==> src/vsf_pkg.sv <==
// ----------------------------------------------------------------------------
// vsf_pkg
// shared widths, codes and types of the vertical seam finder
// ----------------------------------------------------------------------------
package vsf_pkg;

   localparam int ENERGY_W  = 16;
   localparam int COST_W    = 32;
   localparam int CFG_W     = 10;
   localparam int PORT_W    = 9;
   localparam int CFG_IDX_W = 1;

   localparam logic [COST_W-1:0] COST_INF  = '1;
   localparam logic [CFG_W-1:0]  CFG_RESET = 10'd512;

   localparam logic [1:0] CH_CENTRE = 2'd0;
   localparam logic [1:0] CH_LEFT   = 2'd1;
   localparam logic [1:0] CH_RIGHT  = 2'd2;

   localparam logic MODE_LOAD = 1'b0;
   localparam logic MODE_READ = 1'b1;

   localparam logic [CFG_IDX_W-1:0] REG_WIDTH  = 1'd0;
   localparam logic [CFG_IDX_W-1:0] REG_HEIGHT = 1'd1;

   typedef logic [1:0] choice_type;

   typedef struct packed {
      logic first_row;
      logic has_left;
      logic has_right;
   } step_ctl_type;

   typedef struct packed {
      logic [COST_W-1:0] cost;
      choice_type        choice;
   } step_type;

endpackage

==> src/vsf_dp_step.sv <==
// ----------------------------------------------------------------------------
// vsf_dp_step
// cumulative cost of one pixel: best upper neighbor plus energy, saturating
// ----------------------------------------------------------------------------
module vsf_dp_step import vsf_pkg::*; (
   input  step_ctl_type        ctl,
   input  logic [COST_W-1:0]   up_left,
   input  logic [COST_W-1:0]   up_center,
   input  logic [COST_W-1:0]   up_right,
   input  logic [ENERGY_W-1:0] energy,
   output step_type            result
);

   logic [COST_W-1:0] best;
   choice_type        choice;
   logic [COST_W:0]   sum;

   always_comb begin
      best   = up_center;
      choice = CH_CENTRE;
      if (ctl.has_left && (up_left < best)) begin
         best   = up_left;
         choice = CH_LEFT;
      end
      if (ctl.has_right && (up_right < best)) begin
         best   = up_right;
         choice = CH_RIGHT;
      end
      sum = {1'b0, best} + (COST_W + 1)'(energy);
      if (ctl.first_row) begin
         result.cost   = COST_W'(energy);
         result.choice = CH_CENTRE;
      end else begin
         result.cost   = sum[COST_W] ? COST_INF : sum[COST_W-1:0];
         result.choice = choice;
      end
   end

endmodule

==> config.mk <==
export PLATFORM = sky130hd
export DESIGN_NAME = vsf_dp_step
export DESIGN_NICKNAME = d
export VERILOG_FILES = /design/src/vsf_pkg.sv /design/src/vsf_dp_step.sv
export SDC_FILE = /design/constraint.sdc
export NUM_CORES = 1
export LEC_CHECK = 0
export BUFFER_PORTS_ARGS = -buffer_cell sky130_fd_sc_hd__buf_2
export CAP_MARGIN = 10
export CORE_AREA = 10 10 101 103
export DETAILED_ROUTE_END_ITERATION = 7
export DIE_AREA = 0 0 111 113
export PLACE_DENSITY = 0.89
export SYNTH_ARGS = -nofsm -noshare
export SYNTH_HDL_FRONTEND = slang
export SYNTH_SLANG_ARGS = --single-unit
==> constraint.sdc <==
create_clock -name vclk -period 13.5
set_input_delay 2.7 -clock vclk [all_inputs]
set_output_delay 2.7 -clock vclk [all_outputs]
set_load 0.02 [all_outputs]
==> metrics.cfg, run 1 <==
[hold_path]
min_path_type = input port to output pin
hp-start = energy[12]

[clock_network]
post-cts-setup-buffers = 0
hold_buffers = 0

[setup_path]
crit_fanout = 30
cp_slowest_cell = a2111oi_0
end_kind = output pin
path_class = input port to output pin
cp_slowest_stage_delay_ns = 0.57
crit_arrival_ns = 10.03
required_ns = 10.80
startpoint_type = input port
worstSetupStartpoint = up_center[17]

[synthesis]
synth_compound_area_share_pct = 27.4
synth_area_leaders = ha_1, mux2i_1, a21oi_1
synthCells = 624
synth-adder-area-share_pct = 23.3
ys_warn_count = 0
seq_area_frac_synth_pct = 0
synth_top_family_by_area = compound AO/OA/AOI/OAI gates
synth.cell_area_sq_mm = 0.00428
synth_cell_types = 64
synth_xor_area_share_pct = 5.73
avgSynthCellArea_sq_um = 6.86
synth_fp_nets = 818
synth_area_leader_cell = ha_1
synth_simple_gate_area_share_pct = 24.9
synth.most_common_cell = ha_1
synthDominantCellAreaShare_pct = 22.8
synth_common_cells = ha_1, a21oi_1, nor2_1, inv_1, nand2_1
muxShareOfSynthArea_pct = 11.6

[outcome]
status = completed

[layout]
drive_gt1_share_pct = 23.9
clock_buffer_count = 0
seq_cell_count = 0
nets = 956
antenna_cells = 0
area_growth_pct = 19.7
final-seq-area_sq_um = 0
stdcell_count = 865

[power]
p_per_area_mw_per_mm2 = 56.3
peakVddDrop_mv = 0.0260
p_leak_nw = 2.53

[die]
start_util_pct = 52.6
placementRows = 33
chipHeight_um = 113
coreArea_sq_mm = 0.00813
die_w_um = 111
die_area_sq_mm = 0.0125
ios = 149

[detailed_routing]
vias = 5428
drc = 0
first_pass_iters = 5
wl_per_cell_um = 18.9
ant_nets = 0
drt_wl_total_mm = 16.3
drtIter0Drc = 443
vias_per_cell = 6.28

[global_route]
overflow = 0
first_global_vias = 5469
grt_max_degree = 44
grt_usage_pct = 23.6
grt_pass1_wl_mm = 25.8
antenna_found_initial = 0

[timing]
setup_viol = 0
tightest_slew_ns = 0.779
fmax_ghz = 0.0785
min_period_ns = 12.73
rsz0062_at_grt = no
period_share_pct = 94.3
hold_slack_ns = 5.77
tns_ns = 0
maxSlewViolCount = 0
slew_headroom_pct = 47.6
hold_violations = 0
setup_ws_ns = 0.769

[placed_design]
post-place-cells = 865
portBuffers = 149
gp_congestion = 0.993
dpl_worst_slack_ns = 0.738
place_hpwl_mm = 14.1

[run]
maxCapViolations = 0

[cell families after synthesis]
group,after synthesis
simple gates,217
compound gates,182
fa+ha+maj,79
buf+inv,70
mux,48
xor+xnor,28
[placed cells by master (no fill, tap or decap), types with 3 or more instances in the layout]
master / instances
a2111oi_0: 3
a211oi_1: 8
a21o_1: 11
a21oi_1: 59
a31oi_1: 15
a41oi_1: 3
and3_1: 6
buf_2: 149
buf_4: 11
ha_1: 78
inv_1: 46
mux2_2: 7
mux2i_1: 40
nand2_1: 46
nand2b_1: 11
nand3_1: 24
nand4_1: 24
nor2_1: 56
nor2b_1: 3
nor3_1: 21
nor4_1: 6
o211ai_1: 9
o21a_1: 4
o21ai_0: 36
o22a_1: 3
o22ai_1: 3
o31a_1: 5
or3_1: 7
xnor2_1: 16
xor2_1: 12
[where the power goes]
group          internal (W)  switching (W)
registers                 0              0
clock network             0              0
logic              0.000116       0.000173
[repair_timing]
action                     CTS  global route
resized for setup            0             2
setup endpoints to repair    0             2
hold endpoints to repair     0             0
[metrics by stage]
| step | power, W | area [sq um] | utilization (%) |
|---|---|---|---|
| floorplan | 0.000196 | 4280 | - |
| global placement | 0.000275 | 5110 | 62.8 |
| detailed placement | 0.000283 | 5110 | 62.8 |
| CTS | 0.000285 | 5110 | 62.8 |
| global route | 0.000318 | 5120 | 63.0 |
| finish | 0.000288 | 5120 | 63.0 |
[final timing paths]
path,endpoint,slack [ns],cells after the start
max,result[29],0.77,30
min,result[14],5.77,3
[layer usage]
layer,routed length [um],share of wire [%],up-vias,track usage (%)
met4,709,4.3,0,9.46
li1,-,-,2623,-
met1,6390,39,2443,26.8
met2,7750,48,301,42.1
met5,0,0,-,0
met3,1460,8.9,61,4.97
[final cells by class]
class / count / area, sq um
multi-input cells: 554 / 3990
fillers: 776 / 3010
repair buffers: 160 / 828
inverters: 46 / 173
well taps: 105 / 131
[critical path: cells and delay by family]
family                   cells  cell delay [ns]
AND/OR/NAND/NOR              6             1.12
multiplexers                 2             0.49
AO/OA/AOI/OAI               13             3.85
adder cells (fa/ha/maj)      3             0.90
XOR/XNOR                     1             0.12
buffers and inverters        5             0.84
(Power assumes the default switching activity.)
==> run 2: changes to the inputs <==
- CORE_AREA: 10 10 101 103 -> 10 10 105 107
- DIE_AREA: 0 0 111 113 -> 0 0 115 117
- PLACE_DENSITY: 0.89 -> 0.85
- clock period: 13.5 -> 11.6 ns (I/O delays scaled with it)
==> run 2 against run 1 <==
  * Critical path depth unchanged
  * Design area increased by 2.8%
  * Final cell count increased by 1.4%
  * Hold slack got worse by 0.77 ns
  * Global-route usage decreased by 2.0 points
  * Flip-flop and latch count unchanged
  * Via count decreased by 1.4%
  * Power increased by 19%
  * Routed wire length decreased by 2.9%
  * Critical endpoint is now result[32]
  * Largest cell class unchanged
==> metrics.cfg, run 2 (synthesized netlist as in run 1, its figures left out) <==
[placed_design]
gp_congestion = 1.03  ; +3.6%
dpl_worst_slack_ns = 0.0945  ; -0.644 ns
portBuffers = 149  ; unchanged
place_hpwl_mm = 13.7  ; -2.7%
post-place-cells = 877  ; +1.4%

[run]
maxCapViolations = 0  ; unchanged

[die]
placementRows = 35  ; +6.1%
ios = 149  ; unchanged
die_w_um = 115  ; +3.6%
coreArea_sq_mm = 0.00902  ; +11%
chipHeight_um = 117  ; +3.5%
die_area_sq_mm = 0.0135  ; +7.3%
start_util_pct = 47.4  ; -5.2 points

[detailed_routing]
drtIter0Drc = 541  ; +22%
ant_nets = 0  ; unchanged
first_pass_iters = 7  ; +2
drc = 0  ; unchanged
drt_wl_total_mm = 15.8  ; -2.9%
vias = 5353  ; -1.4%
wl_per_cell_um = 18.1  ; -4.2%
vias_per_cell = 6.10  ; -2.7%

[setup_path]
startpoint_type = input port
cp_slowest_stage_delay_ns = 0.40  ; -0.17 ns
worstSetupStartpoint = up_center[19]
end_kind = output pin
crit_fanout = 17  ; -43%
path_class = input port to output pin
required_ns = 9.28  ; -1.52 ns
cp_slowest_cell = fa_1
crit_path_frequent_cell = ha_1
crit_arrival_ns = 8.96  ; -1.07 ns

[power]
p_leak_nw = 2.58  ; +2.1%
comb_power_share_pct = 100.0  ; about the same
peakVddDrop_mv = 0.0314  ; +21%
p_per_area_mw_per_mm2 = 65.1  ; +16%
p_int_w = 0.000140  ; +21%
seq_power_share_pct = 0  ; unchanged
p_sw_share_pct = 59.1  ; -0.77 points
switching_power_w = 0.000203  ; +17%
p_clk_share_pct = 0  ; unchanged

[timing]
period_share_pct = 97.3
tns_ns = 0  ; unchanged
rsz0062_at_grt = no
tightest_slew_ns = 0.732  ; -0.0474 ns
hold_violations = 0  ; unchanged
slew_headroom_pct = 51.1  ; +3.6 points
maxSlewViolCount = 0  ; unchanged
setup_viol = 0  ; unchanged
min_period_ns = 11.28
fmax_ghz = 0.0886
setup_ws_ns = 0.315  ; -0.454 ns

[layout]
final_common_cell = buf_2
multi_input_area_sq_mm = 0.00407  ; +2.0%
stdcell_count = 877  ; +1.4%
final-seq-area_sq_um = 0  ; unchanged
clock_buffer_count = 0  ; unchanged
drive_gt1_share_pct = 26.2  ; +2.3 points
area_growth_pct = 23.1
fillers = 892  ; +15%
final_cell_mix = buf_2, ha_1, a21oi_1
nets = 962  ; +0.63%
seq_cell_count = 0  ; unchanged
antenna_cells = 0  ; unchanged

[global_route]
overflow = 0  ; unchanged
grt_pass1_wl_mm = 24.5  ; -5.0%
first_global_vias = 5078  ; -7.1%
grt_usage_pct = 21.6  ; -2.0 points
grt_max_degree = 42  ; -4.5%
antenna_found_initial = 0  ; unchanged

[hold_path]
hp-start = energy[12]
min_path_type = input port to output pin

[outcome]
status = completed

run 2: cell count changes in the layout (fill, tap and decap cells not counted), moves of 2 or more:
cell / previous run / this run
mux2i_2: 0 / 2
a21oi_2: 1 / 3
a2111oi_0: 3 / 1
buf_4: 11 / 16
a21oi_1: 59 / 57
a2111oi_2: 0 / 2
nand2_1: 46 / 44
mux2i_1: 40 / 38
run 2: power groups by stage:
stage	clock network [W]	registers (W)	logic [W]
after floorplan	0	0	0.000228
after global placement	0	0	0.000325
after detailed placement	0	0	0.000330
after CTS	0	0	0.000331
after global routing	0	0	0.000378
final	0	0	0.000343
run 2: timing repair:
item,CTS,global route
hold buffers,0,0
setup buffers,0,0
gates resized for setup,0,20
setup endpoints to repair,0,32
hold endpoints to repair,0,0
run 2: layer usage:
metal  global-route usage, %  vias to the layer above  part of all wire (%)
li1                        -                     2635                     -
met1                    26.7                     2412                    42
met2                    37.4                      264                    46
met3                    4.13                       42                   9.0
met4                    5.28                        0                   2.7
met5                       0                        -                     0
run 2: final timing paths:
| check | end | slack [ns] | cells past startpoint |
|---|---|---|---|
| setup / recovery | result[32] | 0.32 | 30 |
| hold / removal | result[14] | 5.00 | 3 |
run 2: worst max-delay path, delay by kind of cell:
kind / cells / cell delay, ns
buffers and inverters: 5 / 0.58
AO/OA/AOI/OAI: 13 / 2.96
AND/OR/NAND/NOR: 7 / 1.55
adder cells (fa/ha/maj): 4 / 1.24
multiplexers: 1 / 0.30
run 2: layout make-up:
cell class	instances	share of cell area, %
timing repair buffer	166	16.8
tap	111	2.64
inverter	46	3.28
multi-input combinational	554	77.3
run 2: through the flow:
step	total power (W)	hold slack (ns)	cell area, sq um	utilization, %
detailed placement	0.000330	5.00	5180	57.4
CTS	0.000331	5.00	5180	57.4
finish	0.000343	5.00	5270	58.4
global placement	0.000325	5.00	5180	57.4
global route	0.000378	5.02	5270	58.4
floorplan	0.000228	4.81	4280	-
==> run 3: changes to the inputs <==
- PLACE_DENSITY: 0.85 -> 0.78
- clock period: 11.6 -> 10.1 ns (I/O delays scaled with it)
==> run 3 against run 2 <==
  * The run now ends with setup timing left
  * Final cell count rose by 21%
  * Die area did not move
  * Critical path depth rose by 7
  * Non-clock buffer count rose by 185
  * Worst setup slack got worse by 0.55 ns
  * Global-route usage rose by 6.2 points
  * Sequential share of layout area did not move
  * Flip-flop and latch count did not move
  * Largest power group unchanged
==> metrics.cfg, run 3 (synthesized netlist as in run 1, its figures left out) <==
[detailed_routing]
vias_per_cell = 6.36  ; +4.2%
drc = 0  ; unchanged
vias = 6754  ; +26%
ant_nets = 0  ; unchanged
first_pass_iters = 7  ; unchanged
wl_per_cell_um = 21.2  ; +18%
drt_wl_total_mm = 22.5  ; +42%
drtIter0Drc = 616  ; +14%

[timing]
maxSlewViolCount = 0  ; unchanged
min_period_ns = 10.34
period_share_pct = 102
rsz0062_at_grt = yes
tns_ns = -3.60  ; -3.60 ns
hold_violations = 0  ; unchanged
setup_viol = 23  ; +23
setup_ws_ns = -0.236  ; -0.551 ns
tightest_slew_ns = 1.16  ; +0.423 ns
fmax_ghz = 0.0967
slew_headroom_pct = 22.9  ; -28 points

[layout]
final_util_pct = 87.0  ; +29 points
final-seq-area_sq_um = 0  ; unchanged
final_cell_mix = buf_4, buf_2, ha_1
drive_gt1_share_pct = 50.9  ; +25 points
seq_cell_count = 0  ; unchanged
nets = 1147  ; +19%
area_growth_pct = 83.4
antenna_cells = 0  ; unchanged
clock_buffer_count = 0  ; unchanged
final_common_cell = buf_4

[power]
p_leak_nw = 3.75  ; +45%
p_clk_share_pct = 0  ; unchanged
switching_power_w = 0.000342  ; +69%
p_int_w = 0.000330  ; +140%
comb_power_share_pct = 100.0  ; about the same
peakVddDrop_mv = 0.0874  ; +180%
p_per_area_mw_per_mm2 = 85.8  ; +32%
seq_power_share_pct = 0  ; unchanged
p_total_w = 0.000673  ; +96%
p_sw_share_pct = 50.9  ; -8.2 points

[setup_path]
path_class = input port to output pin
worstSetupStartpoint = up_center[30]
cp_slowest_stage_delay_ns = 0.33  ; -0.07 ns
startpoint_type = input port
cp_slowest_cell = a2111oi_4
crit_fanout = 7  ; -10
required_ns = 8.08  ; -1.20 ns
crit_path_frequent_cell = buf_6
crit_arrival_ns = 8.32  ; -0.64 ns
end_kind = output pin

[run]
maxCapViolations = 0  ; unchanged

[global_route]
antenna_found_initial = 0  ; unchanged
first_global_vias = 6600  ; +30%
grt_usage_pct = 27.8  ; +6.2 points
overflow = 0  ; unchanged
grt_pass1_wl_mm = 31.3  ; +28%
grt_max_degree = 44  ; +4.8%

[placed_design]
portBuffers = 149  ; unchanged
place_hpwl_mm = 15.9  ; +16%
dpl_worst_slack_ns = -0.898  ; -0.993 ns
gp_congestion = 0.988  ; -4.0%

[hold_path]
hp-start = energy[0]
min_path_type = input port to output pin

[die]
coreArea_sq_mm = 0.00902  ; unchanged
placementRows = 35  ; unchanged
ios = 149  ; unchanged
die_w_um = 115  ; unchanged
start_util_pct = 47.4  ; unchanged
chipHeight_um = 117  ; unchanged
die_area_sq_mm = 0.0135  ; unchanged

[outcome]
violations = setup timing
status = complete, but fails checks

[clock_network]
hold_buffers = 0  ; unchanged

run 3: timing repair:
item,CTS,global route
hold endpoints to repair,0,0
buffers inserted,16,21
pin swaps,40,54
resized for setup,99,122
cloned,0,2
setup endpoints to repair,32,32
run 3: per-layer routing:
metal / share of wire (%) / up-vias / wire [um] / track usage [%]
li1: - / 3005 / - / -
met1: 36 / 3184 / 8120 / 30.7
met2: 49 / 455 / 11100 / 50.8
met3: 9.0 / 110 / 2020 / 4.64
met4: 5.7 / 0 / 1280 / 12.4
met5: 0 / - / 0 / 0
run 3: power by group through the flow:
stage	clock, W	sequential (W)	combinational (W)
global route	0	0	0.000711
finish	0	0	0.000673
global placement	0	0	0.000481
CTS	0	0	0.000552
detailed placement	0	0	0.000492
floorplan	0	0	0.000281
run 3: per-stage QoR:
| stage | area [sq um] | hold WS (ns) | std cells |
|---|---|---|---|
| final | 7850 | 4.41 | 1062 |
| after floorplan | 4510 | 4.21 | 624 |
| after global placement | 6490 | 4.40 | 1026 |
| after detailed placement | 6490 | 4.40 | 1026 |
| after global routing | 7850 | 4.44 | 1062 |
| after CTS | 7040 | 4.41 | 1039 |
run 3: layout make-up:
cell class                 instances  area [sq um]
tap                              111           139
inverter                          46           185
timing repair buffer             351          2590
fill                             480          1180
multi-input combinational        554          4930
run 3: worst max-delay path, delay by kind of cell:
kind                       cells  cell delay, ns
xor gates and xnor gates       1            0.14
adders and majority gates      3            0.84
and+or+nand+nor                9            1.04
muxes                          1            0.19
AOI/OAI and AO/OA             12            2.62
buffers and inverters         11            1.44
run 3: path summary, 6_finish.rpt:
kind,depth (start not counted),end,slack (ns)
min,4,result[2],4.41
max,37,result[20],-0.24
